File: config.mk
export PLATFORM = sky130hd
export DESIGN_NAME = rmq_sqrt
export DESIGN_NICKNAME = d
export VERILOG_FILES = /design/src/rmq_pkg.sv /design/src/rmq_sqrt.sv
export SDC_FILE = /design/constraint.sdc
export NUM_CORES = 2
export LEC_CHECK = 0
export BUFFER_PORTS_ARGS = -buffer_cell sky130_fd_sc_hd__buf_2
export CAP_MARGIN = 15
export CORE_MARGIN = 2
export CORE_UTILIZATION = 50
export DETAILED_ROUTE_END_ITERATION = 10
export PLACE_DENSITY = 0.7
export SETUP_SLACK_MARGIN = 0.1
export SLEW_MARGIN = 20
export SYNTH_ARGS = -nofsm -noshare
export SYNTH_HDL_FRONTEND = slang
export SYNTH_SLANG_ARGS = --single-unit
File: constraint.sdc
create_clock -name clk_i -period 22.4 [get_ports clk_i]
set_input_delay 1.12 -clock clk_i [delete_from_list [all_inputs] [get_ports clk_i]]
set_output_delay 1.12 -clock clk_i [all_outputs]
set_load 0.005 [all_outputs]
File: src/rmq_pkg.sv
// shared types and constants for the rotation matrix to quaternion block
// no dependencies
package rmq_pkg;

  localparam int unsigned ElemW = 16;
  localparam int unsigned TermW = ElemW + 1;
  localparam int unsigned QuotW = 16;

  localparam logic [1:0] PivW = 2'd0;
  localparam logic [1:0] PivX = 2'd1;
  localparam logic [1:0] PivY = 2'd2;
  localparam logic [1:0] PivZ = 2'd3;

  typedef struct packed {
    logic signed [ElemW-1:0] m11;
    logic signed [ElemW-1:0] m12;
    logic signed [ElemW-1:0] m13;
    logic signed [ElemW-1:0] m21;
    logic signed [ElemW-1:0] m22;
    logic signed [ElemW-1:0] m23;
    logic signed [ElemW-1:0] m31;
    logic signed [ElemW-1:0] m32;
    logic signed [ElemW-1:0] m33;
  } in_t;

  typedef struct packed {
    logic signed [ElemW-1:0] quat_w;
    logic signed [ElemW-1:0] quat_x;
    logic signed [ElemW-1:0] quat_y;
    logic signed [ElemW-1:0] quat_z;
    logic [1:0]              pivot_index;
    logic                    bad_matrix;
  } out_t;

  // pivot choice and bad flag travel with every request
  typedef struct packed {
    logic [1:0] piv;
    logic       bad;
  } ctl_t;

endpackage

File: src/rmq_sqrt.sv
// pipelined digit-by-digit integer square root, one root bit per stage
// depends on rmq_pkg
module rmq_sqrt #(
  parameter int unsigned FRAC_BITS = 14
) (
  input  logic                               clk_i,
  input  logic                               rst_ni,
  input  logic                               valid_i,
  output logic                               stall_o,
  input  logic [((FRAC_BITS > 17) ? FRAC_BITS : 17)+1:0] t_i,
  input  rmq_pkg::ctl_t                      ctl_i,
  input  logic [2:0][rmq_pkg::TermW-1:0]     terms_i,
  output logic                               valid_o,
  input  logic                               stall_i,
  output logic [(((((FRAC_BITS > 17) ? FRAC_BITS : 17) + 2 + FRAC_BITS) + 1) / 2)-1:0] s_o,
  output rmq_pkg::ctl_t                      ctl_o,
  output logic [2:0][rmq_pkg::TermW-1:0]     terms_o
);

  localparam int unsigned TW  = ((FRAC_BITS > 17) ? FRAC_BITS : 17) + 3;
  localparam int unsigned RW0 = TW - 1 + FRAC_BITS;
  localparam int unsigned SW  = (RW0 + 1) / 2;
  localparam int unsigned RW  = 2 * SW;
  localparam int unsigned RMW = SW + 3;

  logic                             v    [0:SW];
  logic                             st   [0:SW];
  logic [RW-1:0]                    rad  [0:SW];
  logic [RMW-1:0]                   rem  [0:SW];
  logic [SW-1:0]                    root [0:SW];
  rmq_pkg::ctl_t                    ctl  [0:SW];
  logic [2:0][rmq_pkg::TermW-1:0]   tm   [0:SW];

  assign v[0]    = valid_i;
  assign rad[0]  = RW'(t_i) << FRAC_BITS;
  assign rem[0]  = '0;
  assign root[0] = '0;
  assign ctl[0]  = ctl_i;
  assign tm[0]   = terms_i;
  assign st[SW]  = stall_i;
  assign stall_o = st[0];

  for (genvar k = 0; k < SW; k++) begin : g_stage
    logic adv;
    logic [RMW-1:0] cur, trial, rem_d;
    logic [SW-1:0] root_d;
    logic ge;

    assign adv   = !st[k];
    assign st[k] = v[k+1] && st[k+1];

    always_comb begin
      cur    = {rem[k][RMW-3:0], rad[k][RW-1-2*k -: 2]};
      trial  = RMW'({root[k], 2'b01});
      ge     = cur >= trial;
      rem_d  = ge ? cur - trial : cur;
      root_d = {root[k][SW-2:0], ge};
    end

    always_ff @(posedge clk_i or negedge rst_ni) begin
      if (!rst_ni) begin
        v[k+1] <= 1'b0;
      end else if (adv) begin
        v[k+1] <= v[k];
      end
    end

    always_ff @(posedge clk_i) begin
      if (adv) begin
        rad[k+1]  <= rad[k];
        rem[k+1]  <= rem_d;
        root[k+1] <= root_d;
        ctl[k+1]  <= ctl[k];
        tm[k+1]   <= tm[k];
      end
    end
  end

  assign valid_o = v[SW];
  assign s_o     = root[SW];
  assign ctl_o   = ctl[SW];
  assign terms_o = tm[SW];

endmodule

---- Yosys cells after proc, flatten, opt, wreduce, memory -nomap -nowiden ----
Cells that the tools add are included.
operators by class
  $add $sub $neg .......................... 16
  order comparisons ....................... 17
  muxes and demuxes ....................... 16
  reductions and logical operators ........ 17
operators with widths
  operator                                          number
  18-bit two-way mux                                15
  20-bit by 10-bit >= comparator with 1-bit output  1
  20-bit by 11-bit >= comparator with 1-bit output  1
  20-bit by 12-bit >= comparator with 1-bit output  1
  20-bit by 13-bit >= comparator with 1-bit output  1
  20-bit by 14-bit >= comparator with 1-bit output  1
  20-bit by 15-bit >= comparator with 1-bit output  1
  20-bit by 16-bit >= comparator with 1-bit output  1
  20-bit by 17-bit >= comparator with 1-bit output  1
  20-bit by 18-bit >= comparator with 1-bit output  1
  20-bit by 3-bit >= comparator with 1-bit output   1
  20-bit by 4-bit >= comparator with 1-bit output   1
  20-bit by 5-bit >= comparator with 1-bit output   1
  20-bit by 6-bit >= comparator with 1-bit output   1
  20-bit by 7-bit >= comparator with 1-bit output   1
  20-bit by 8-bit >= comparator with 1-bit output   1
  20-bit by 9-bit >= comparator with 1-bit output   1
  18-bit by 10-bit subtractor with 18-bit output    1
  18-bit by 11-bit subtractor with 18-bit output    1
  18-bit by 12-bit subtractor with 18-bit output    1
  18-bit by 13-bit subtractor with 18-bit output    1
  18-bit by 14-bit subtractor with 18-bit output    1
  18-bit by 15-bit subtractor with 18-bit output    1
  18-bit by 16-bit subtractor with 18-bit output    1
  other kinds (12)                                  28
word-level totals
  bits in registers ....................... 1450
  input port bits ......................... 77
  output and inout port bits .............. 73
  word-level logic and storage cells ...... 217

---- Depth between registers and ports, before layout ----
  word-level depth ........................ 17
  gate-level depth with buffers ........... 12
  depth with buffers taken out ............ 10

---- Least setup slack after synthesis ----
No wires, ideal clock.
  path type ............................... input to output
  from .................................... input port stall_i
  to ...................................... output port stall_o
  arrival ................................. 7908 ps
  required time ........................... 21280 ps
  slack ................................... 13372 ps
  stages .................................. 10
  buffers on the path ..................... 1
  cell sequence ........................... and3_1 > inv_1 > nor2_1 > and2_1 > inv_1 > nor3_1 > and2_1 > clkbuf_1 > nand4_1 > inv_1
on the way
  word-level cells in the longest chain between the ends .. 17
ends and longest elaborated chain
  element                           RTL line        text
  start, declared                   rmq_sqrt.sv:14  input logic stall_i,
  1-bit logical AND (17 in series)  rmq_sqrt.sv:50  assign st[k] = v[k+1] && st[k+1];
  end, declared                     rmq_sqrt.sv:9   output logic stall_o,
Every way passes these cells.

---- Worst setup path in the final report ----
Ends and elaborated chain as after synthesis.

==> results.yml <==
place:
  dp.final_hpwl_um: 49000
  post-place-ws_ns: 16.50
  portBuffers: 149
  gp_congestion: 0.864
timing:
  worst_pin_slew_ns: 1.06
  fin_skew_ns: 0.0301
  hold_viol_final: 0
  fin_crit_sh_pct: 27.0
  relSlewSlack_pct: 29.4
  setup_viol: 0
  max_freq_mhz: 165
  fin_ws_ns: 16.34
  tns_ns: 0
  period_needed_ns: 6.06
  slew_viol_final: 0
  rsz0062_at_grt: "no"
drt:
  wl_per_cell_um: 16.0
  first_pass_iters: 5
  vias_per_cell: 5.05
  routed_wl_um: 76600
  vias: 24234
  drc: 0
  final_antenna_net_count: 0
  drt_iter0_markers: 1307
yosys:
  synth.distinct_cells: 69
  ys_seq_area_share_pct: 80.1
  synthesis.nets: 3297
  ys.flop_type: "edfxtp_1"
  ys_async_sr_fraction_pct: 1.18
  synth_cells: 3057
  synth_enable_flop_cells: 1419
  synth_warnings: 0
  synth_top_area_cell: "edfxtp_1"
  synth_area_mm2: 0.0537
  ys_ff_latch: 1436
  avgSynthCellArea_um2: 17.6
  post-synth-top-area-fraction_pct: 79.3
  yosys-top-cells-area: "edfxtp_1 (79%), ha_1 (3.7%), xor2_1 (1.4%), inv_1 (1.4%), xnor2_1 (1.4%)"
cells_and_area:
  drive_gt1_share_pct: 12.8
  final_nets: 3526
  layout_common_cells: "edfxtp_1 (1419), inv_1 (194), ha_1 (157)"
  area_growth_pct: 12.6
  layout_commonest_cell: "edfxtp_1"
  diodes: 0
floorplan:
  core-area_mm2: 0.107
  dieArea_mm2: 0.110
  die_height_um: 332
  fp.dieW_um: 332
  rows: 120
  ios: 150
  initial_core_util_pct: 50.3
grt:
  track_usage_pct: 14.2
  met2_usage_pct: 25.5
  grt_pass1_vias: 24414
  grt_antenna_before_repair: 0
  gr-usage-met1_pct: 16.8
  grt_pass1_wl_um: 125000
  grtUsageMet3_pct: 2.80
  grt_max_degree: 91
  grt-ovfl-total: 0
  grt_busiest_layer: "met2"
setup_path:
  crit_path_max_fanout: 27
  path_cells: "buf_2, and3_1, clkinv_2, nor2_1, and2_1, clkinv_2, nor3_1, and2_1, nand4_1, inv_1, buf_2"
  slowest_delay_ns: 0.67
  slowest_stage: "and2_1"
  critPathTopFamily: "simple AND/OR/NAND/NOR gates"
  critPathLaunchType: "input port"
  crit_buf_inv: 5
  worstSetupPathType: "in -> out"
  arrival_ns: 4.94
  required_ns: 21.28
  crit_path_end_kind: "primary output"
cts:
  ctsRootBufferMaster: "clkbuf_16"
  cts.sinks: 1436
  postCtsSetupRepairBufs: 0
  insertion_delay_ns: 0.75
  h-tree-depth: 4
  cts_buffers: 139
  ctsResizeCount: 0
  cts_buffer_depth: 3
  cts.clk_slew.worst_paths_ns: 0.06
  cts_hold_buf: 0
  cts_tree: "yes"
power_and_ir_drop:
  p_total_mw: 6.65
  ir_drop_v: 0.0000804
  powerDensity_mw_per_mm2: 110
  leakage_nw: 23.1
job:
  drv_cap: 0
worst_hold_path:
  hold_class: "in -> async"
status:
  run_status: "finished clean"
area by class of cell:
| type | instances | area, um^2 |
|---|---|---|
| Tap cell | 1403 | 1760 |
| Timing Repair Buffer | 167 | 905 |
| Clock inverter | 76 | 842 |
| Fill cell | 7870 | 46300 |
| Inverter | 200 | 754 |
| Multi-Input combinational cell | 1342 | 9550 |
| Sequential cell | 1436 | 43000 |
| Clock buffer | 176 | 3640 |
cell families (layout without fill, tap and decap cells):
group	Yosys count	after routing	synth area share (%)
flip-flops	1436	1436	80.1
AND/OR/NAND/NOR	525	525	4.75
AO/OA/AOI/OAI	433	433	5.08
buffers and inverters	279	619	2.34
XOR/XNOR	170	170	2.77
adder cells (fa/ha/maj)	163	163	3.88
multiplexers	50	50	1.03
other	1	1	0.00698
synthesized netlist by cell type (all sizes together), types with 13 or more instances:
cell type and number:
edfxtp 1419, inv 200, ha 157, nor2 150, nand2 135, a21oi 129
o21ai 109, xor2 86, xnor2 84, buf 61, a21o 47, nor3 45
mux2 42, nand2b 31, nor4 31, nand3 30, o21a 28, a211oi 23
or3 19, clkbuf 18, dfrtp 17, nor2b 16, o31ai 14, a31oi 13
state kept, by name, indices dropped and copies added (netlist names):
name and flops:
terms_o 51, valid_o 1, rad 72, s_o 17, v 16, ctl_o 3, g_stage.root_d 136, tm 816
g_stage.cur 276, ctl 48
worst paths after layout:
kind / startpoint / endpoint / slack (ns) / cells past startpoint
min: rst_ni / v[3] / 0.33 / 1
max in group asynchronous: rst_ni / v[12] / 21.77 / 1
min reg2reg: tm[372] / tm[321] / 0.39 / 0
max: stall_i / stall_o / 16.34 / 11
max reg2reg: valid_o / g_stage[1].root_d[1] / 17.59 / 9
min in group clk_i: tm[372] / tm[321] / 0.39 / 0
metal layers:
metal  up-vias  share of wire, %  routed length [um]
met5         -                 0                   0
met4         0               2.7                2110
met3       152               3.8                2880
met2       453                53               40300
met1     11626                41               31400
li1      12003                 -                   -
report_power, final:
group / internal (mW) / switching (mW) / leakage [nW]
clock network: 1.27 / 0.966 / 2.15
registers: 3.54 / 0.218 / 14.5
logic: 0.273 / 0.371 / 6.42
worst register-to-register path: stages (launching register included):
cell,delay [ns]
dfrtp_1,0.40
and3_1,0.35
clkinv_2,0.46
nor2_1,0.35
and2_1,0.32
clkinv_2,0.42
nor3_1,0.51
and2_1,0.67
nand4_1,0.40
buf_4,0.48
metrics by stage:
step	cell area [um^2]	utilization [%]	hold WS [ns]	std cells
finish	60500	56.7	0.328	4800
global placement	55900	52.4	0.400	4547
CTS	60400	56.6	0.293	4799
detailed placement	55900	52.4	0.405	4547
floorplan	53700	-	0.400	3057
global route	60500	56.7	0.320	4800
(Power assumes the default switching activity.)
