--- config.mk ---
export PLATFORM = sky130hd
export DESIGN_NAME = rmq_div
export DESIGN_NICKNAME = d
export VERILOG_FILES = /design/src/rmq_pkg.sv /design/src/rmq_div.sv
export SDC_FILE = /design/constraint.sdc
export NUM_CORES = 2
export LEC_CHECK = 0
export ABC_AREA = 1
export BUFFER_PORTS_ARGS = -buffer_cell sky130_fd_sc_hd__buf_4
export CAP_MARGIN = 20
export CORE_ASPECT_RATIO = 0.9
export CORE_UTILIZATION = 45
export CTS_CLUSTER_SIZE = 24
export DETAILED_ROUTE_END_ITERATION = 8
export PLACE_DENSITY = 0.67
export REMOVE_ABC_BUFFERS = 1
export SYNTH_ARGS = -nofsm -noshare
export SYNTH_HDL_FRONTEND = slang
export SYNTH_SLANG_ARGS = --single-unit
--- constraint.sdc ---
create_clock -name clk_i -period 29.3 [get_ports clk_i]
set_input_delay 7.325 -clock clk_i [delete_from_list [all_inputs] [get_ports clk_i]]
set_output_delay 7.325 -clock clk_i [all_outputs]
set_load 0.01 [all_outputs]
--- src/rmq_pkg.sv ---
// shared types and constants for the rotation matrix to quaternion block
// no dependencies
package rmq_pkg;

  localparam int unsigned ElemW = 16;
  localparam int unsigned TermW = ElemW + 1;
  localparam int unsigned QuotW = 16;

  localparam logic [1:0] PivW = 2'd0;
  localparam logic [1:0] PivX = 2'd1;
  localparam logic [1:0] PivY = 2'd2;
  localparam logic [1:0] PivZ = 2'd3;

  typedef struct packed {
    logic signed [ElemW-1:0] m11;
    logic signed [ElemW-1:0] m12;
    logic signed [ElemW-1:0] m13;
    logic signed [ElemW-1:0] m21;
    logic signed [ElemW-1:0] m22;
    logic signed [ElemW-1:0] m23;
    logic signed [ElemW-1:0] m31;
    logic signed [ElemW-1:0] m32;
    logic signed [ElemW-1:0] m33;
  } in_t;

  typedef struct packed {
    logic signed [ElemW-1:0] quat_w;
    logic signed [ElemW-1:0] quat_x;
    logic signed [ElemW-1:0] quat_y;
    logic signed [ElemW-1:0] quat_z;
    logic [1:0]              pivot_index;
    logic                    bad_matrix;
  } out_t;

  // pivot choice and bad flag travel with every request
  typedef struct packed {
    logic [1:0] piv;
    logic       bad;
  } ctl_t;

endpackage

--- src/rmq_div.sv ---
// three-lane pipelined rounding divider by 4*p, saturation and output placement
// depends on rmq_pkg
module rmq_div #(
  parameter int unsigned FRAC_BITS = 14
) (
  input  logic                               clk_i,
  input  logic                               rst_ni,
  input  logic                               valid_i,
  output logic                               stall_o,
  input  logic [(((((FRAC_BITS > 17) ? FRAC_BITS : 17) + 2 + FRAC_BITS) + 1) / 2)-1:0] s_i,
  input  rmq_pkg::ctl_t                      ctl_i,
  input  logic [2:0][rmq_pkg::TermW-1:0]     terms_i,
  output logic                               valid_o,
  input  logic                               stall_i,
  output rmq_pkg::out_t                      out_o
);

  localparam int unsigned TW  = ((FRAC_BITS > 17) ? FRAC_BITS : 17) + 3;
  localparam int unsigned RW0 = TW - 1 + FRAC_BITS;
  localparam int unsigned SW  = (RW0 + 1) / 2;
  localparam int unsigned DW  = SW + 2;
  localparam int unsigned QW  = rmq_pkg::QuotW;
  localparam int unsigned NW  = ((rmq_pkg::ElemW + FRAC_BITS > DW + QW) ?
                                 (rmq_pkg::ElemW + FRAC_BITS) : (DW + QW)) + 1;
  // round, scale, overflow check, then one quotient bit per stage
  localparam int unsigned ND  = QW + 3;

  logic                     v    [0:ND];
  logic                     st   [0:ND];
  rmq_pkg::ctl_t            ctl  [0:ND];
  logic [SW-1:0]            p    [0:ND];
  logic [DW-1:0]            d    [0:ND];
  logic [2:0][NW-1:0]       rem  [0:ND];
  logic [2:0][QW-1:0]       q    [0:ND];
  logic [2:0]               neg  [0:ND];
  logic [2:0]               ovf  [0:ND];

  assign v[0]   = valid_i;
  assign ctl[0] = ctl_i;
  assign p[0]   = s_i;
  assign d[0]   = '0;
  assign q[0]   = '0;
  assign neg[0] = '0;
  assign ovf[0] = '0;
  for (genvar l = 0; l < 3; l++) begin : g_ext
    assign rem[0][l] = {{(NW-rmq_pkg::TermW){terms_i[l][rmq_pkg::TermW-1]}}, terms_i[l]};
  end
  assign stall_o = st[0];

  for (genvar k = 0; k < ND; k++) begin : g_stage
    logic adv;
    logic [SW-1:0] p_d;
    logic [DW-1:0] d_d;
    logic [2:0][NW-1:0] rem_d;
    logic [2:0][QW-1:0] q_d;
    logic [2:0] neg_d, ovf_d;

    assign adv   = !st[k];
    assign st[k] = v[k+1] && st[k+1];

    if (k == 0) begin : g_round
      // pivot p = (root + 1) / 2, divisor 4p, term magnitudes
      always_comb begin
        p_d   = SW'(({1'b0, p[k]} + (SW+1)'(1)) >> 1);
        d_d   = {p_d, 2'b00};
        q_d   = q[k];
        ovf_d = ovf[k];
        for (int l = 0; l < 3; l++) begin
          neg_d[l] = rem[k][l][NW-1];
          rem_d[l] = neg_d[l] ? (~rem[k][l] + NW'(1)) : rem[k][l];
        end
      end
    end else if (k == 1) begin : g_scale
      // numerator mag * 2^frac + 2p rounds to nearest
      always_comb begin
        p_d   = p[k];
        d_d   = d[k];
        q_d   = q[k];
        neg_d = neg[k];
        ovf_d = ovf[k];
        for (int l = 0; l < 3; l++) begin
          rem_d[l] = (rem[k][l] << FRAC_BITS) + NW'({p[k], 1'b0});
        end
      end
    end else if (k == 2) begin : g_ovf
      always_comb begin
        p_d   = p[k];
        d_d   = d[k];
        q_d   = q[k];
        neg_d = neg[k];
        rem_d = rem[k];
        for (int l = 0; l < 3; l++) begin
          ovf_d[l] = rem[k][l] >= (NW'(d[k]) << QW);
        end
      end
    end else begin : g_bit
      localparam int unsigned J = ND - 1 - k;
      logic [NW-1:0] dj;
      always_comb begin
        p_d   = p[k];
        d_d   = d[k];
        neg_d = neg[k];
        ovf_d = ovf[k];
        dj    = NW'(d[k]) << J;
        for (int l = 0; l < 3; l++) begin
          q_d[l]   = q[k][l];
          rem_d[l] = rem[k][l];
          if (rem[k][l] >= dj) begin
            rem_d[l]  = rem[k][l] - dj;
            q_d[l][J] = 1'b1;
          end
        end
      end
    end

    always_ff @(posedge clk_i or negedge rst_ni) begin
      if (!rst_ni) begin
        v[k+1] <= 1'b0;
      end else if (adv) begin
        v[k+1] <= v[k];
      end
    end

    always_ff @(posedge clk_i) begin
      if (adv) begin
        ctl[k+1] <= ctl[k];
        p[k+1]   <= p_d;
        d[k+1]   <= d_d;
        rem[k+1] <= rem_d;
        q[k+1]   <= q_d;
        neg[k+1] <= neg_d;
        ovf[k+1] <= ovf_d;
      end
    end
  end

  // output register
  logic valid_q, adv_out;
  rmq_pkg::out_t out_q, out_d;
  logic [2:0][15:0] lane;
  logic [15:0] pv;

  assign adv_out = !valid_q || !stall_i;
  assign st[ND]  = valid_q && stall_i;

  always_comb begin
    for (int l = 0; l < 3; l++) begin
      if (!neg[ND][l]) begin
        lane[l] = (ovf[ND][l] || q[ND][l] > QW'(32767)) ? 16'h7fff : 16'(q[ND][l]);
      end else begin
        lane[l] = (ovf[ND][l] || q[ND][l] > QW'(32768)) ? 16'h8000
                  : (~16'(q[ND][l]) + 16'd1);
      end
    end
    pv = (32'(p[ND]) > 32'd32767) ? 16'h7fff : 16'(p[ND]);
    out_d.pivot_index = ctl[ND].piv;
    out_d.bad_matrix  = ctl[ND].bad;
    unique case (ctl[ND].piv)
      rmq_pkg::PivW: begin
        out_d.quat_w = pv;      out_d.quat_x = lane[0];
        out_d.quat_y = lane[1]; out_d.quat_z = lane[2];
      end
      rmq_pkg::PivX: begin
        out_d.quat_w = lane[0]; out_d.quat_x = pv;
        out_d.quat_y = lane[1]; out_d.quat_z = lane[2];
      end
      rmq_pkg::PivY: begin
        out_d.quat_w = lane[0]; out_d.quat_x = lane[1];
        out_d.quat_y = pv;      out_d.quat_z = lane[2];
      end
      default: begin
        out_d.quat_w = lane[0]; out_d.quat_x = lane[1];
        out_d.quat_y = lane[2]; out_d.quat_z = pv;
      end
    endcase
    if (ctl[ND].bad) begin
      out_d.quat_w = '0;
      out_d.quat_x = '0;
      out_d.quat_y = '0;
      out_d.quat_z = '0;
      out_d.pivot_index = rmq_pkg::PivW;
    end
  end

  always_ff @(posedge clk_i or negedge rst_ni) begin
    if (!rst_ni) begin
      valid_q <= 1'b0;
    end else if (adv_out) begin
      valid_q <= v[ND];
    end
  end

  always_ff @(posedge clk_i) begin
    if (adv_out) begin
      out_q <= out_d;
    end
  end

  assign valid_o = valid_q;
  assign out_o   = out_q;

endmodule

Word level (Yosys, flattened, before mapping)
Cells that the tools add are included.

word-level totals
  register bits after elaboration = 2885
  latch bits = 0
  RAM bits = 0
  bits in read-only memories = 0
  output and inout port bits = 69
  word-level logic and storage cells = 479
  memories = 0

cells by class
  add/sub/neg operators = 55
  $mul = 0
  div/mod/pow operators = 0
  order comparisons = 58
  eq/ne operators = 2
  shift operators = 0
  muxes and demuxes = 59
  bitwise gates (word level) = 6
  reductions and logical operators = 30

operators by type and width
  kind              number
  $mux 36           45
  $mux 16           13
  $pmux 64 s3       1
  $add 36x18->36    3
  $ge 36x19->1      3
  $ge 36x20->1      3
  $ge 36x21->1      3
  $ge 36x22->1      3
  $ge 36x23->1      3
  $ge 36x24->1      3
  $ge 36x25->1      3
  $ge 36x26->1      3
  $ge 36x27->1      3
  $ge 36x28->1      3
  $ge 36x29->1      3
  $ge 36x30->1      3
  $ge 36x31->1      3
  $ge 36x32->1      3
  $ge 36x33->1      3
  $ge 36x34->1      3
  $ge 36x35->1      3
  $sub 36x20->36    3
  $sub 36x21->36    3
  $sub 36x22->36    3
  other kinds (26)  88

Longest topological paths before layout
  word-level depth = 20
  gate-level depth with buffers = 18
  mapped depth without buffers = 17

Worst setup path after synthesis
No wires, ideal clock.

  kind = input to output
  from = in stall_i
  to = out stall_o
  data arrival time = 19.829 ns
  data required time = 21.975 ns
  slack = 2.146 ns
  cell stages on the path = 12
  buffers on the path = 0
  path through = nand2_2 -> nor2_2 -> nand4_2 -> nor2_4 -> nand4_4 -> nor2_2 -> nand4_2 -> nor2_4 -> nand4_4 -> nor2_4 -> nand3_2 -> inv_1

between the ends
  cells in the longest elaborated chain, start to end = 20

RTL lines
  item                             RTL line        source
  start: declaration               rmq_div.sv:14   input logic stall_i,
  $logic_and 1x1->1                rmq_div.sv:144  assign st[ND] = valid_q && stall_i;
  $logic_and 1x1->1 (19 in a row)  rmq_div.sv:59   assign st[k] = v[k+1] && st[k+1];
  end: declaration                 rmq_div.sv:9    output logic stall_o,

No other way between the ends.

Worst setup path in the final report
Same ends and word-level chain as after synthesis.

==> results.sh <==
export IMPL_layout_commonest_cell="nand2_1"
export IMPL_cp_max_fo=69
export IMPL_slowest_delay_ns=0.53
export IMPL_layout_min_cycle_time_ns=19.17
export IMPL_p_total_mw=18.9
export IMPL_status="finished, final reports clean"
export IMPL_synth_ff_type="edfxtp_1"
export IMPL_power_density_nw_per_um2=122
export IMPL_crit_family="simple AND/OR/NAND/NOR gates"
export IMPL_synthAdderAreaFrac_pct=8.34
export IMPL_cp_end_kind="output pin"
export IMPL_dr_total_vias=107000
export IMPL_final_cell_mix="nand2_1, edfxtp_1, inv_1, nor2_1, o21ai_0"
export IMPL_cts_tree="yes"
export IMPL_grt_pass1_wl_um=606000
export IMPL_die_h_um=533
export IMPL_dp_cells=19100
export IMPL_cts_resized_gates=0
export IMPL_ant_nets=0
export IMPL_rr_startpoint="valid_o$_DFFE_PN0P_"
export IMPL_yosysSeqAreaShare_pct=50.5
export IMPL_design_area_um2=154000
export IMPL_required_ns=21.98
export IMPL_ctsRootBufferMaster="clkbuf_16"
export IMPL_synth_ff_latch_count=2369
export IMPL_syn_cell_area_um2=141000
export IMPL_min_from="g_stage[18].q_d[26]$_DFFE_PP_"
export IMPL_cts_htree_levels=4
export IMPL_post_cts_buffers=0
export IMPL_routabilityCongestion=0.972
export IMPL_setup_viol=0
export IMPL_dr_pass1_iters=6
export IMPL_yosysTopAreaCell="edfxtp_1"
export IMPL_grt_antenna_before_repair=16
export IMPL_synthTopCellsByArea="edfxtp_1, nand2_1, ha_1"
export IMPL_synth_simple_area_share_pct=17.3
export IMPL_synth_cells=15000
export IMPL_maxCapViolCount=0
export IMPL_fmax_mhz=52.2
export IMPL_hold_path_class="flip-flop to flip-flop"
export IMPL_hpwlAfterDp_um=331000
export IMPL_synth_top_area_share_pct=50.1
export IMPL_grt_usage_pct=25.2
export IMPL_wirelength_um=407000
export IMPL_first_global_vias=100000
export IMPL_ys_types=88
export IMPL_area_growth_syn_to_layout_pct=9.76
export IMPL_max_slew_margin_pct=13.2
export IMPL_cp_cell_sequence="buf_4, nand2_4, buf_4, nor2_2, nand4_4, nor2_4, nand4_4, nor2_2, nand4_4, nor2_4, nand4_4, nor2_4, nand3_4, inv_1, buf_4"
export IMPL_synth_edf_count=2349
export IMPL_coreArea_um2=311000
export IMPL_syn_avg_cell_area_um2=9.41
export IMPL_insertion_delay_ns=0.97
export IMPL_synthXorXnorAreaFrac_pct=5.93
export IMPL_rsz0062_at_grt="false"
export IMPL_clk_path_buf_depth=4
export IMPL_startpoint="stall_i"
export IMPL_crit_type="primary input to output pin"
export IMPL_cts_num_sinks=2369
export IMPL_hold_viol_final=0
export IMPL_async_flop_share_pct=0.844
export IMPL_p_leak_nw=60.9
export IMPL_routedWlPerCell_um=20.8
export IMPL_drt_initial_drc_count=10000
export IMPL_remaining_drc_errors=0
export IMPL_worst_slew_pin_slew_ns=1.29
export IMPL_synth_top_family_by_area="simple AND/OR/NAND/NOR gates"
export IMPL_drv_slew=0
export IMPL_synth_compound_area_share_pct=12.5
export IMPL_fill_cells=28600
export IMPL_clock_skew_ns=0.0954
export IMPL_core_rowCount=194
export IMPL_grt_ovfl_total=0
export IMPL_grt_max_degree=81
export IMPL_via_per_inst=5.50
export IMPL_num_io_pins=144
export IMPL_startpoint_type="primary input"
export IMPL_critPathSlowestCell="nand4_4"
export IMPL_die_area_um2=315000
export IMPL_yosysWarnings=0
export IMPL_cts_buffers=244
export IMPL_portBuffers=143
export IMPL_postCtsHoldBufs=0
export IMPL_die_w_um=591
export IMPL_synth_mux_area_share_pct=0
export IMPL_drive_above_1_share_pct=6.66
export IMPL_fin_crit_sh_pct=65.4
export IMPL_critPathMostFrequentCell="nand4_4"
export IMPL_nets=16200
export IMPL_fin_cells=19500
export IMPL_postPlaceCellArea_um2=146000
export IMPL_vdd_drop_max_mv=0.0582
export IMPL_fin_tns_setup_ns=0
export IMPL_path_buf_inv=4
export IMPL_cp_arrival_ns=11.85
export IMPL_clkTransAtPathRegs_ns=0.06
export IMPL_start_util_pct=45.3
==> logic make-up after synthesis <==
family	after synthesis
other	1
xor gates and xnor gates	953
adders and majority gates	909
AOI/OAI and AO/OA	3147
buffers and inverters	1919
DFF	2369
and+or+nand+nor	5658
==> final cells by class <==
class	instances	area [um2]	share of cell area (%)
sequential	2369	71000	46.0
multi-input combinational	10700	62100	40.2
inverter	1721	6490	4.20
clock buffer	279	6260	4.05
tap	4116	5150	3.33
clock inverter	172	1900	1.23
timing repair buffer	195	1460	0.948
antenna	4	10.0	0.00648
==> synth_stat cells, drive strengths merged (139+ instances only) <==
cell,instances
a21oi,1219
buf,142
edfxtp,2349
ha,861
inv,1715
nand2,2908
nand3,507
nand4,224
nor2,1312
nor3,285
nor4,139
o21ai,1452
or2,196
xnor2,465
xor2,488
==> path summary, 6_finish.rpt <==
| kind | slack (ns) | cells past startpoint | end |
|---|---|---|---|
| worst max-delay path | 10.13 | 15 | stall_o |
| worst max register to register | 23.68 | 13 | rem[1744]$_DFFE_PN_ |
| min in group asynchronous | 6.32 | 1 | v[1]$_DFFE_PN0P_ |
| worst min-delay path | 0.39 | 0 | q[26]$_DFFE_PP_ |
| worst min register to register | 0.39 | 0 | q[26]$_DFFE_PP_ |
| max in group asynchronous | 22.55 | 1 | v[16]$_DFFE_PN0N_ |
==> power breakdown <==
part / internal (mW) / switching (mW) / leakage (nW)
sequential: 5.61 / 1.12 / 23.6
combinational: 3.12 / 5.87 / 33.4
clock: 1.79 / 1.36 / 3.94
==> state kept, by name, summed over array words and instances, names as in the netlist, 19 cells and up <==
register and cells:
ctl 57, g_stage.d_d 119, g_stage.neg_d 54, g_stage.ovf_d 48, g_stage.p_d 187, g_stage.q_d 360
g_stage.rem_d 66, out_o 67, q 48, rem 1320, v 19
==> metrics by stage <==
| stage | util [%] | setup slack [ns] | hold slack, ns |
|---|---|---|---|
| 6_report | 49.7 | 10.13 | 0.392 |
| 5_1_grt | 49.7 | 9.65 | 0.394 |
| 4_1_cts | 49.7 | 9.97 | 0.388 |
| 3_5_place_dp | 47.1 | 9.99 | 0.405 |
| 3_3_place_gp | 47.1 | 10.08 | 0.400 |
| 2_1_floorplan | - | 2.15 | 0.400 |
==> worst register-to-register path: stages (launching register included) <==
cell and delay, ns:
dfrtp_1 0.39, nand2_4 0.05, buf_4 0.31, nor2_2 0.35
nand4_4 0.53, nor2_4 0.45, nand4_4 0.28, nor2_2 0.47
nand4_4 0.28, nor2_4 0.29, nand4_4 0.46, nor2_4 0.37
clkinv_2 0.38, buf_4 0.53
==> per-layer routing <==
layer  share of wire, %  track usage, %
met1                 44            34.1
met2                 45            40.8
met3                6.8            3.57
met4                4.1            9.62
met5              0.034               0
(Power assumes the default switching activity.)
