[src/rmq_pkg.sv]
// shared types and constants for the rotation matrix to quaternion block
// no dependencies
package rmq_pkg;

  localparam int unsigned ElemW = 16;
  localparam int unsigned TermW = ElemW + 1;
  localparam int unsigned QuotW = 16;

  localparam logic [1:0] PivW = 2'd0;
  localparam logic [1:0] PivX = 2'd1;
  localparam logic [1:0] PivY = 2'd2;
  localparam logic [1:0] PivZ = 2'd3;

  typedef struct packed {
    logic signed [ElemW-1:0] m11;
    logic signed [ElemW-1:0] m12;
    logic signed [ElemW-1:0] m13;
    logic signed [ElemW-1:0] m21;
    logic signed [ElemW-1:0] m22;
    logic signed [ElemW-1:0] m23;
    logic signed [ElemW-1:0] m31;
    logic signed [ElemW-1:0] m32;
    logic signed [ElemW-1:0] m33;
  } in_t;

  typedef struct packed {
    logic signed [ElemW-1:0] quat_w;
    logic signed [ElemW-1:0] quat_x;
    logic signed [ElemW-1:0] quat_y;
    logic signed [ElemW-1:0] quat_z;
    logic [1:0]              pivot_index;
    logic                    bad_matrix;
  } out_t;

  // pivot choice and bad flag travel with every request
  typedef struct packed {
    logic [1:0] piv;
    logic       bad;
  } ctl_t;

endpackage

[src/rmq_front.sv]
// trace sums, pivot choice and off-diagonal term selection, one register stage
// depends on rmq_pkg
module rmq_front #(
  parameter int unsigned FRAC_BITS = 14
) (
  input  logic                                      clk_i,
  input  logic                                      rst_ni,
  input  logic                                      valid_i,
  output logic                                      stall_o,
  input  rmq_pkg::in_t                              in_i,
  output logic                                      valid_o,
  input  logic                                      stall_i,
  output logic [((FRAC_BITS > 17) ? FRAC_BITS : 17)+1:0] t_o,
  output rmq_pkg::ctl_t                             ctl_o,
  output logic [2:0][rmq_pkg::TermW-1:0]            terms_o
);

  localparam int unsigned TW = ((FRAC_BITS > 17) ? FRAC_BITS : 17) + 3;
  localparam int unsigned TermW = rmq_pkg::TermW;

  logic signed [TW-1:0] one, e11, e22, e33;
  logic signed [TW-1:0] t0, t1, t2, t3, best;
  logic signed [TermW-1:0] dwx, dwy, dwz, sxy, sxz, syz;
  logic [1:0] piv;
  logic bad;
  logic [TW-2:0] t_d;
  rmq_pkg::ctl_t ctl_d;
  logic [2:0][TermW-1:0] terms_d;

  logic valid_q;
  logic [TW-2:0] t_q;
  rmq_pkg::ctl_t ctl_q;
  logic [2:0][TermW-1:0] terms_q;
  logic adv;

  always_comb begin
    one = TW'(1) << FRAC_BITS;
    e11 = {{(TW-16){in_i.m11[15]}}, in_i.m11};
    e22 = {{(TW-16){in_i.m22[15]}}, in_i.m22};
    e33 = {{(TW-16){in_i.m33[15]}}, in_i.m33};
    t0 = one + e11 + e22 + e33;
    t1 = one + e11 - e22 - e33;
    t2 = one - e11 + e22 - e33;
    t3 = one - e11 - e22 + e33;
    dwx = {in_i.m32[15], in_i.m32} - {in_i.m23[15], in_i.m23};
    dwy = {in_i.m13[15], in_i.m13} - {in_i.m31[15], in_i.m31};
    dwz = {in_i.m21[15], in_i.m21} - {in_i.m12[15], in_i.m12};
    sxy = {in_i.m12[15], in_i.m12} + {in_i.m21[15], in_i.m21};
    sxz = {in_i.m13[15], in_i.m13} + {in_i.m31[15], in_i.m31};
    syz = {in_i.m23[15], in_i.m23} + {in_i.m32[15], in_i.m32};
    // largest estimate, first on ties
    piv = rmq_pkg::PivW;
    best = t0;
    if (t1 > best) begin
      piv = rmq_pkg::PivX;
      best = t1;
    end
    if (t2 > best) begin
      piv = rmq_pkg::PivY;
      best = t2;
    end
    if (t3 > best) begin
      piv = rmq_pkg::PivZ;
      best = t3;
    end
    bad = best[TW-1] || (best == '0);
    unique case (piv)
      rmq_pkg::PivW: terms_d = {dwz, dwy, dwx};
      rmq_pkg::PivX: terms_d = {sxz, sxy, dwx};
      rmq_pkg::PivY: terms_d = {syz, sxy, dwy};
      default:       terms_d = {syz, sxz, dwz};
    endcase
    if (bad) begin
      t_d = '0;
      ctl_d.piv = rmq_pkg::PivW;
      terms_d = '0;
    end else begin
      t_d = best[TW-2:0];
      ctl_d.piv = piv;
    end
    ctl_d.bad = bad;
  end

  assign adv = !valid_q || !stall_i;
  assign stall_o = !adv;

  always_ff @(posedge clk_i or negedge rst_ni) begin
    if (!rst_ni) begin
      valid_q <= 1'b0;
    end else if (adv) begin
      valid_q <= valid_i;
    end
  end

  always_ff @(posedge clk_i) begin
    if (adv) begin
      t_q <= t_d;
      ctl_q <= ctl_d;
      terms_q <= terms_d;
    end
  end

  assign valid_o = valid_q;
  assign t_o = t_q;
  assign ctl_o = ctl_q;
  assign terms_o = terms_q;

endmodule

[config.mk]
export PLATFORM = sky130hd
export DESIGN_NAME = rmq_front
export DESIGN_NICKNAME = d
export VERILOG_FILES = /design/src/rmq_pkg.sv /design/src/rmq_front.sv
export SDC_FILE = /design/constraint.sdc
export NUM_CORES = 1
export LEC_CHECK = 0
export BUFFER_PORTS_ARGS = -buffer_cell sky130_fd_sc_hd__buf_4
export CELL_PAD_IN_SITES_DETAIL_PLACEMENT = 1
export CELL_PAD_IN_SITES_GLOBAL_PLACEMENT = 2
export CORE_MARGIN = 2
export CORE_UTILIZATION = 35
export DETAILED_ROUTE_END_ITERATION = 7
export GPL_ROUTABILITY_DRIVEN = 0
export GPL_TIMING_DRIVEN = 0
export HOLD_SLACK_MARGIN = 0.12
export PLACE_DENSITY = 0.81
export SYNTH_ARGS = -nofsm -noshare
export SYNTH_HDL_FRONTEND = slang
export SYNTH_SLANG_ARGS = --single-unit
[constraint.sdc]
create_clock -name clk_i -period 9.5 [get_ports clk_i]
set_input_delay 2.375 -clock clk_i [delete_from_list [all_inputs] [get_ports clk_i]]
set_output_delay 2.375 -clock clk_i [all_outputs]
set_load 0.005 [all_outputs]
# Yosys cells after proc, flatten, opt, wreduce, memory -nomap -nowiden
# Cells that the tools add are included.
[op_classes] n_eq_ne=2 n_reduce_logical=7 mux=7 addsub=16 magnitude_cmp=3
[op_table] op="51-bit one-hot mux with 3 select lines" n=1
[op_table] op="20-bit two-way mux" n=3
[op_table] op="16-bit by 16-bit adder with 17-bit output" n=3
[op_table] op="16-bit by 16-bit subtractor with 17-bit output" n=3
[op_table] op="18-bit by 16-bit adder with 19-bit output" n=2
[op_table] op="18-bit by 16-bit subtractor with 19-bit output" n=2
[op_table] op="17-bit by 16-bit adder with 18-bit output" n=2
[op_table] op="17-bit by 16-bit subtractor with 18-bit output" n=2
[op_table] op="19-bit by 20-bit > comparator with 1-bit output" n=1
[op_table] op="20-bit > comparator" n=1
[op_table] op="20-bit zero test" n=1
[op_table] op="19-bit > comparator" n=1
[op_table] op="16-bit by 16-bit adder with 17-bit output (first input constant)" n=1
[op_table] op="16-bit by 16-bit subtractor with 17-bit output (first input constant)" n=1
[op_table] op="2-bit two-way mux" n=2
[op_table] op="1-bit zero test" n=3
[op_table] op="2-bit by 1-bit == test with 1-bit output (second input constant)" n=1
[op_table] op="2-bit == test (second input constant)" n=1
[op_table] op="2-bit zero test" n=1
[op_table] op="1-bit logical OR" n=2
[op_table] op="1-bit two-way mux" n=1
[word_totals] output_inout_bits=75 register_bits=74 inputBits=148 word_cells=42

# Longest topological paths before layout
# Gate-level depths: netlist of the first run.
[depth] ltp_word=11 mapped_depth=65 depth_no_buf=56

# Worst setup path after synthesis of the first run
# OpenSTA, ideal clock, no wires.
[synth_timing] path_kind="input port to flip-flop" start="input in_i[1] in the netlist's numbering" end="register t_q[10], in the netlist t_o[10], data pin" arrival_time_ps=13418 required_ps=9243 path_buffers=12 cell_stages=58 setup_time_ps=257 slack_ps=-4175 cell_sequence="fa_1 > ha_1 > inv_1 > fa_1 > a2111oi_2 > o211ai_1 > o21ai_0 > a21o_1 > a21oi_1 > xor2_1 > ha_1 > nand3_1 > nor2_1 > nand2_1 > a211o_1 > a32oi_1 > o22a_1 > o311a_1 > (+22 left out) > o21ai_0 > nand2b_1 > a21oi_1 > nor2_1 > a211oi_1 > o21a_1 > o21ai_0 > a21o_1 > a211o_1 > a31oi_1 > clkbuf_1 > clkbuf_1 > a311oi_1 > a31oi_1 > buf_2 > buf_2 > buf_2 > nor2_1"
[synth_between] elab_chain_cells=9 word_cells_on_any_way=12 classes_between="4 x add/sub; 3 x order compare; 3 x mux; 2 x reduce/logical"
[synth_lines] element="start: declaration" line="rmq_front.sv:10" text="input rmq_pkg::in_t in_i,"
[synth_lines] element="18-bit by 16-bit subtractor with 19-bit output or 18-bit by 16-bit adder with 19-bit output (tied branches)" line="rmq_front.sv:42, rmq_front.sv:41"
[synth_lines] element="19-bit > comparator" line="rmq_front.sv:54" text="if (t1 > best) begin"
[synth_lines] element="20-bit two-way mux" line="rmq_front.sv:54"
[synth_lines] element="20-bit > comparator" line="rmq_front.sv:58" text="if (t2 > best) begin"
[synth_lines] element="20-bit two-way mux" line="rmq_front.sv:58"
[synth_lines] element="19-bit by 20-bit > comparator with 1-bit output" line="rmq_front.sv:62" text="if (t3 > best) begin"
[synth_lines] element="20-bit two-way mux (*)" line="rmq_front.sv:62"
[synth_lines] element="20-bit zero test" line="rmq_front.sv:66" text="bad = best[TW-1] || (best == '0);"
[synth_lines] element="1-bit logical OR" line="rmq_front.sv:66"
[synth_lines] element="end signal: assignment" line="rmq_front.sv:97" text="t_q <= t_d;"
[synth_lines] element="end: declaration" line="rmq_front.sv:31" text="logic [TW-2:0] t_q;"
# Mark *: on every way between the ends. The rest lies on a longest branch, timed or not.
# A chain may end at the register's enable or synchronous reset.

# Final worst setup path of the first run
[layout_timing] start="input in_i[1] in the netlist's numbering" end="register terms_q, in the netlist terms_o[26], data pin"
[layout_between] elab_chain_cells=9 word_cells_on_any_way=19 classes_between="4 x add/sub; 3 x order compare; 2 x eq/ne; 7 x mux; 3 x reduce/logical"
[layout_lines] element="18-bit by 16-bit subtractor with 19-bit output or 18-bit by 16-bit adder with 19-bit output (tied branches)" line="rmq_front.sv:42, rmq_front.sv:41"
[layout_lines] element="19-bit > comparator" line="rmq_front.sv:54"
[layout_lines] element="20-bit two-way mux" line="rmq_front.sv:54"
[layout_lines] element="20-bit > comparator" line="rmq_front.sv:58"
[layout_lines] element="20-bit two-way mux" line="rmq_front.sv:58"
[layout_lines] element="19-bit by 20-bit > comparator with 1-bit output" line="rmq_front.sv:62"
[layout_lines] element="2-bit two-way mux or 20-bit two-way mux (tied branches)" line="rmq_front.sv:62"
[layout_lines] element="2-bit == test, or another cell as far along" line="rmq_front.sv:67" text="unique case (piv)"
[layout_lines] element="51-bit one-hot mux with 3 select lines or 1-bit logical OR (tied branches)" line="rmq_front.sv:67, rmq_front.sv:66"
[layout_lines] element="end signal: assignment" line="rmq_front.sv:99" text="terms_q <= terms_d;"
[layout_lines] element="end: declaration" line="rmq_front.sv:33" text="logic [2:0][TermW-1:0] terms_q;"
# Parallel ways exist; a longest one is shown, timed or not.

==> impl_metrics.tcl, run 1 <==
set metrics [dict create \
    clock_path_buffers 2 \
    firstDrtPassIters 5 \
    cts_sinks 74 \
    criticalPathCategory "in -> reg" \
    finalSetupViolations 72 \
    synth_top_family_by_area "adder cells" \
    clkTransAtPathRegs_ps 60 \
    vias 15300 \
    io_buffer_count 222 \
    status "finished with violations" \
    synthMuxAreaShare_pct 1.97 \
    wl_um 63700 \
    die_area_sq_um 45200 \
    hold_viol_final 0 \
    fp.dieW_um 213 \
    violations "setup timing" \
    htreeDepth 3 \
    synth_compound_area_share_pct 24.8 \
    slowest_stage "fa_1" \
    wl_per_cell_um 22.8 \
    rsz0062_at_grt "yes" \
    yosys_warnings 0 \
    fp.coreArea_sq_um 43000 \
    maxSlewHeadroom_pct 36.9 \
    crit_start "in_i[1]" \
    drive_gt1_share_pct 26.5 \
    final.setup.worst_slack_ps -3370 \
    hold_path_class "reg -> reg" \
    period_share_pct 135 \
    antenna_found_initial 0 \
    n_antenna_cell 0 \
    post-route-drc-count 0 \
    synth_fa_ha_area_share_pct 28.1 \
    grt-ovfl-total 0 \
    pin_count 223 \
    synth_seq_cells 74 \
    final_antenna_net_count 0 \
    cts-root-buf "clkbuf_16" \
    row_count 76 \
    critPathLaunchType "input port" \
    min_from "valid_o" \
    synth_top_area_share_pct 18.1 \
    critPathCaptureType "flop" \
    cts_buffers 9 \
    tightest_slew_ps 947 \
    synth_ff_type "edfxtp_1" \
    slew_viol_final 0 \
    required_ps 9580 \
    drt_iter0_drc 777 \
    ys_seq_area_share_pct 14.6 \
    synth-xor-area-share_pct 8.33 \
    fmax_mhz 77.7 \
    synth_edf_count 73 \
    cts_tree "done" \
    grt_max_degree 48 \
    synthArstFlopShare_pct 1.35 \
    critPathArrivalTime_ps 12950 \
    clkLatencyLatePin_ps 370 \
    reg2reg_from "valid_o" \
    final_common_cell "buf_4" \
    pre_cts_ws_ps -5900 \
    synth_cell_types 83 \
    die_h_um 213 \
    grt_pass1_wl_um 94200 \
    initial_core_util_pct 35.5 \
    synth_fp_nets 2308 \
    slowest_delay_ps 540 \
    cp_common_cell "buf_8" \
    hpwl_um 50200 \
    netlist_area_sq_um 15200 \
    crit_fanout 10 \
    drv_cap 0 \
    final_net_count 2650 \
    area_delta_synth_final_pct 36.2 \
    synthTopCellsByArea "ha_1 18%, edfxtp_1 14%, fa_1 9.9%, xnor2_1 6.6%, a21oi_1 6.2%" \
    via_per_inst 5.48 \
    final_cell_mix "307 x buf_4, 230 x inv_1, 207 x ha_1" \
    grt_pass1_vias 16100 \
    crit_family "compound AO/OA/AOI/OAI gates" \
    yosys.area_share.simple_pct 14.7 \
    crit_buf_inv 12 \
    syn_inst 1865 \
    avgSynthCellArea_sq_um 8.17 \
    synth_area_leader_cell "ha_1" \
    track_usage_pct 27.5 \
    skew_ps 6.19 \
    min_period_ps 12870 \
]
==> worst paths after layout <==
kind | endpoint | slack, ps | depth (start not counted)
worst max-delay path | terms_o[26] | -3370 | 58
worst min-delay path | valid_o | 900 | 2
worst max register to register | terms_o[10] | 8020 | 2
worst min register to register | valid_o | 900 | 2
max in group asynchronous | valid_o | 7640 | 1
min in group asynchronous | valid_o | 1770 | 1
==> layer usage <==
layer / vias up / part of all wire (%) / global-route usage, %
li1: 7203 / - / -
met1: 7649 / 42 / 33.9
met2: 384 / 51 / 51.1
met3: 93 / 3.9 / 2.16
met4: 0 / 2.7 / 7.50
met5: - / 0 / 0
==> sequential cells by signal, summed over array words and instances, names as in the netlist <==
signal   flops
t_o         19
ctl_o        3
valid_o      1
terms_o     51
==> synth_stat cells, types with 29 or more instances <==
| cell | count |
|---|---|
| nor3_1 | 29 |
| o21ai_0 | 119 |
| fa_1 | 75 |
| xnor2_1 | 114 |
| a2111oi_2 | 35 |
| xor2_1 | 31 |
| edfxtp_1 | 73 |
| nand2_1 | 120 |
| a21oi_1 | 189 |
| o21bai_1 | 36 |
| clkbuf_1 | 37 |
| nor2_1 | 167 |
| ha_1 | 220 |
| inv_1 | 236 |
==> worst register-to-register path, delay by kind of cell, from the launching register on <==
family,cells,cell delay (ps)
DFF,1,410
and+or+nand+nor,1,390
buffers and inverters,1,300
==> area by class of cell <==
type                       instances  area, sq um
buffer                            55          699
clock buffer                      13          260
clock inverter                     3         15.0
fill                            5074        22200
inverter                         236          892
multi-input combinational       1498        13200
sequential                        74         2220
tap                              585          732
timing repair buffer             333         2730
==> metrics by stage <==
stage               util, %  std cells  instance area [sq um]  hold slack [ps]  setup TNS, ps
floorplan                 -       1865                  15500             1990        -179750
global placement       41.7       2672                  17900             2150        -390680
detailed placement     41.8       2673                  18000              893        -401060
CTS                    47.1       2776                  20200              911        -216640
global route           48.3       2797                  20700              957        -261020
finish                 48.3       2797                  20700              900        -232310
==> kinds of logic (layout without fill, tap and decap cells) <==
kind of cell             Yosys count  in the layout
buffers and inverters            293            640
adder cells (fa/ha/maj)          297            297
XOR/XNOR                         145            145
AND/OR/NAND/NOR                  473            473
flip-flops                        74             74
multiplexers                      29             29
other                              1              1
AO/OA/AOI/OAI                    553            553
==> what timing repair did <==
item                                    CTS  global route
setup buffers                            83            23
gates cloned                              5             1
endpoints found under the setup margin   72            72
pin swaps                                64            40
gates resized for setup                 211            71
hold buffers                              0             0
Power of run 1 is not shown: default switching activity piles up to over one toggle a cycle in this logic, so the estimate is an artifact.
==> run 2, diff against run 1 <==
--- a/config.mk
+++ b/config.mk
@@ -9,12 +9,12 @@
 export CELL_PAD_IN_SITES_DETAIL_PLACEMENT = 1
 export CELL_PAD_IN_SITES_GLOBAL_PLACEMENT = 2
 export CORE_MARGIN = 2
-export CORE_UTILIZATION = 35
+export CORE_UTILIZATION = 32
 export DETAILED_ROUTE_END_ITERATION = 7
 export GPL_ROUTABILITY_DRIVEN = 0
 export GPL_TIMING_DRIVEN = 0
 export HOLD_SLACK_MARGIN = 0.12
-export PLACE_DENSITY = 0.81
+export PLACE_DENSITY = 0.78
 export SYNTH_ARGS = -nofsm -noshare
 export SYNTH_HDL_FRONTEND = slang
 export SYNTH_SLANG_ARGS = --single-unit
==> constraint.sdc (replaced) <==
create_clock -name clk_i -period 11.3 [get_ports clk_i]
set_input_delay 2.825 -clock clk_i [delete_from_list [all_inputs] [get_ports clk_i]]
set_output_delay 2.825 -clock clk_i [all_outputs]
set_load 0.005 [all_outputs]
==> run 2 against run 1 <==
The flow still finishes with violations (setup timing). Register-to-register slack improved by 1800 ps. Sequential share of layout area is 0.26 points lower. Hold slack about the same. Critical endpoint is now terms_o[37].
==> impl_metrics.tcl, run 2 (same netlist as run 1, synthesis figures left out) <==
set metrics [dict create \
    status "finished with violations" \
    violations "setup timing" \
    crit_fanout 10 \
    io_buffer_count 222 \
    n_antenna_cell 0 \
    n_fill_cell 5430 \
    grt-ovfl-total 0 \
    slowest_delay_ps 530 \
    criticalPathCategory "in -> reg" \
    final_cell_mix "332 x buf_4, 231 x inv_1, 209 x ha_1" \
    critPathArrivalTime_ps 13640 \
    pin_count 223 \
    htreeDepth 3 \
    post-route-drc-count 0 \
    pre_cts_ws_ps -4810 \
    final_antenna_net_count 0 \
    largest_reg_flops 51 \
    cts-root-buf "clkbuf_16" \
    setup_tns_ps -156160 \
    wl_um 66800 \
    drv_cap 0 \
    cts_buffers 9 \
    finalSetupViolations 72 \
    initial_core_util_pct 32.6 \
    critPathLaunchType "input port" \
    critPathCaptureType "flop" \
    firstDrtPassIters 5 \
    final.setup.worst_slack_ps -2250 \
    grt_max_degree 44 \
    die_area_sq_um 49400 \
    fmax_mhz 73.8 \
    rsz0062_at_grt "yes" \
    slowest_stage "fa_1" \
    area_delta_synth_final_pct 39.5 \
    maxSlewHeadroom_pct 26.3 \
    vias 15700 \
    grt_pass1_vias 16600 \
    postLayoutCoreUtil_pct 45.5 \
    clkTransAtPathRegs_ps 60 \
    clkLatencyLatePin_ps 380 \
    hold_path_class "reg -> reg" \
    via_per_inst 5.53 \
    track_usage_pct 25.5 \
    hold_viol_final 0 \
    skew_ps 8.67 \
    cts_tree "done" \
    required_ps 11390 \
    fp.coreArea_sq_um 46800 \
    row_count 79 \
    final_net_count 2680 \
    period_share_pct 120 \
    wl_per_cell_um 23.4 \
    hold_buffers 0 \
    antenna_found_initial 0 \
    drt_iter0_drc 836 \
    drive_gt1_share_pct 27.9 \
    final_common_cell "buf_4" \
    clock_path_buffers 2 \
    min_period_ps 13550 \
    slew_viol_final 0 \
    cts_sinks 74 \
    tightest_slew_ps 1110 \
    grt_pass1_wl_um 97200 \
    fp.dieW_um 222 \
    hpwl_um 51500 \
    die_h_um 222 \
]
run 2: worst max-delay path, delay by kind of cell:
family                   cells  cell delay (ps)
AO/OA/AOI/OAI               24             4770
XOR/XNOR                     1              110
adder cells (fa/ha/maj)      6             1980
buffers and inverters       14             2300
AND/OR/NAND/NOR             10             1600
run 2: routing by layer:
layer	GRT usage, %	up-vias	routed length (um)
li1	-	7264	-
met1	32.5	7874	28500
met2	45.2	467	33200
met3	2.74	140	2800
met4	7.32	0	2320
met5	0	-	0
run 2: cell type report:
cell class / count / area (sq um) / share of cell area [%]
timing repair buffer: 364 / 3080 / 14.5
inverter: 236 / 888 / 4.18
clock inverter: 7 / 68.8 / 0.324
multi-input combinational: 1498 / 13400 / 62.8
buffer: 54 / 668 / 3.14
clock buffer: 9 / 225 / 1.06
tap: 607 / 759 / 3.57
sequential: 74 / 2220 / 10.4
run 2: timing repair:
item | CTS | global route
pin swaps | 53 | 80
gates resized for setup | 186 | 124
endpoints found under the setup margin | 72 | 72
setup buffers | 91 | 41
gates cloned | 4 | 5
run 2: worst paths after layout:
| kind | startpoint | slack (ps) | depth (start not counted) | endpoint |
|---|---|---|---|---|
| worst min register to register | valid_o | 900 | 2 | valid_o |
| min in group asynchronous | rst_ni | 2220 | 1 | valid_o |
| worst max-delay path | in_i[65] | -2250 | 55 | terms_o[37] |
| worst max register to register | valid_o | 9800 | 2 | terms_o[25] |
| max in group asynchronous | rst_ni | 9000 | 1 | valid_o |
| worst min-delay path | valid_o | 900 | 2 | valid_o |
run 2: metrics by stage:
stage / instances / hold WS (ps) / cell area [sq um]
2_1_floorplan: 1865 / 1990 / 15500
3_3_place_gp: 2694 / 2600 / 18000
3_5_place_dp: 2695 / 913 / 18000
4_1_cts: 2805 / 926 / 20200
5_1_grt: 2849 / 990 / 21300
6_report: 2849 / 900 / 21300
Power of run 2 is left out for the same reason.
==> run 3, diff against run 2 <==
--- a/config.mk
+++ b/config.mk
@@ -9,12 +9,13 @@
 export CELL_PAD_IN_SITES_DETAIL_PLACEMENT = 1
 export CELL_PAD_IN_SITES_GLOBAL_PLACEMENT = 2
 export CORE_MARGIN = 2
-export CORE_UTILIZATION = 32
+export CORE_UTILIZATION = 35
+export CTS_BUF_LIST = sky130_fd_sc_hd__clkbuf_2
 export DETAILED_ROUTE_END_ITERATION = 7
 export GPL_ROUTABILITY_DRIVEN = 0
 export GPL_TIMING_DRIVEN = 0
 export HOLD_SLACK_MARGIN = 0.12
-export PLACE_DENSITY = 0.78
+export PLACE_DENSITY = 0.81
 export SYNTH_ARGS = -nofsm -noshare
 export SYNTH_HDL_FRONTEND = slang
 export SYNTH_SLANG_ARGS = --single-unit
==> constraint.sdc (replaced) <==
create_clock -name clk_i -period 15.7 [get_ports clk_i]
set_input_delay 3.925 -clock clk_i [delete_from_list [all_inputs] [get_ports clk_i]]
set_output_delay 3.925 -clock clk_i [all_outputs]
set_load 0.005 [all_outputs]
==> run 3 against run 2 <==
The flow now finishes without violations. Hold slack lost 45 ps. Routed wire length is 12% lower. Non-clock buffer count fell by 129. Critical path type unchanged.
==> impl_metrics.tcl, run 3 (same netlist as run 1, synthesis figures left out) <==
set metrics [dict create \
    status "finished, final reports clean" \
    grt_max_degree 54 \
    drv_cap 0 \
    final_net_count 2551 \
    period_share_pct 96.4 \
    post-route-drc-count 0 \
    crit_start "in_i[1]" \
    critPathArrivalTime_ps 15530 \
    slew_viol_final 0 \
    fp.dieW_um 213 \
    cts_buffers 9 \
    reg2regPathDepth 2 \
    firstDrtPassIters 5 \
    cts-root-buf "clkbuf_2" \
    via_per_inst 5.46 \
    area_delta_synth_final_pct 19.5 \
    final_cell_mix "236 x inv_1, 236 x buf_4, 220 x ha_1" \
    grt_pass1_vias 15700 \
    skew_ps 55.8 \
    tightest_slew_ps 1050 \
    antenna_found_initial 1 \
    die_area_sq_um 45200 \
    critPathCaptureType "flop" \
    grt-ovfl-total 0 \
    final_antenna_net_count 0 \
    crit_fanout 10 \
    grt_pass1_wl_um 89200 \
    vias 14700 \
    clkTransAtPathRegs_ps 200 \
    worst-path-stages 49 \
    endpoint "ctl_o[2]" \
    criticalPathCategory "in -> reg" \
    wl_per_cell_um 21.9 \
    wl_um 59100 \
    fp.coreArea_sq_um 43000 \
    initial_core_util_pct 35.5 \
    finalSetupViolations 0 \
    drive_gt1_share_pct 18.1 \
    track_usage_pct 26.1 \
    slowest_stage "clkdlybuf4s15_1" \
    cts_tree "done" \
    critPathLaunchType "input port" \
    hold_buffers 0 \
    maxSlewHeadroom_pct 30.1 \
    required_ps 16100 \
    io_buffer_count 222 \
    crit_buf_inv 8 \
    hpwl_um 50300 \
    slowest_delay_ps 780 \
    htreeDepth 3 \
    clkLatencyLatePin_ps 720 \
    pin_count 223 \
    n_fill_cell 5274 \
    row_count 76 \
    hold_viol_final 0 \
    cts_sinks 74 \
    rr_endpoint "t_o[12]" \
    drt_iter0_drc 609 \
    holdPathStages 2 \
    reg2reg_setup_slack_ps 14260 \
    clock_path_buffers 2 \
    fin_hold_ws_ps 855 \
    hold_path_class "reg -> reg" \
    min_period_ps 15130 \
    reg2reg_from "valid_o" \
    largest_reg_flops 51 \
    crit_family "compound AO/OA/AOI/OAI gates" \
    die_h_um 213 \
    fmax_mhz 66.1 \
]
run 3: area by class of cell:
type	instances	area, sq um	area share, %
Tap cell	585	732	4.02
Sequential cell	74	2220	12.2
Multi-Input combinational cell	1498	12100	66.4
Antenna cell	2	5.00	0.0275
Clock inverter	7	93.8	0.515
Clock buffer	9	45.0	0.247
Buffer	57	369	2.03
Inverter	236	886	4.86
Timing Repair Buffer	232	1770	9.74
run 3: metrics by stage:
step	std cells	util (%)	cell area (sq um)	setup slack, ps	setup TNS, ps
5_1_grt	2699	42.4	18200	-11.4	-29.4
2_1_floorplan	1865	-	15200	475	0
4_1_cts	2696	42.0	18100	54.8	0
6_report	2700	42.4	18200	571	0
3_3_place_gp	2672	41.0	17600	-4040	-255570
3_5_place_dp	2673	41.1	17700	-4170	-267020
run 3: worst min-delay path by stage:
| stage | from | end | slack (ps) |
|---|---|---|---|
| after detailed placement | valid_o | valid_o | 850 |
| after global routing | valid_o | valid_o | 920 |
| after CTS | valid_o | valid_o | 900 |
| final | valid_o | valid_o | 860 |
| after global placement | valid_o | valid_o | 2900 |
| after floorplan | valid_o | valid_o | 1990 |
run 3: layer usage:
metal	routed length (um)	part of all wire [%]	global-route usage (%)
met2	29100	49	47.1
met4	1910	3.2	8.97
met5	0	0	0
met3	2180	3.7	2.27
met1	25900	44	32.6
run 3: repair_timing:
action	4_1_cts	5_1_grt
resized for setup	66	37
pin swaps	3	4
endpoints found under the setup margin	72	72
setup buffers	7	2
run 3: worst min-delay path, stage by stage, from the launching register on:
cell,delay [ps]
dfrtp_1,450
nand2_4,240
nand2b_1,150
Power of run 3 is left out for the same reason.
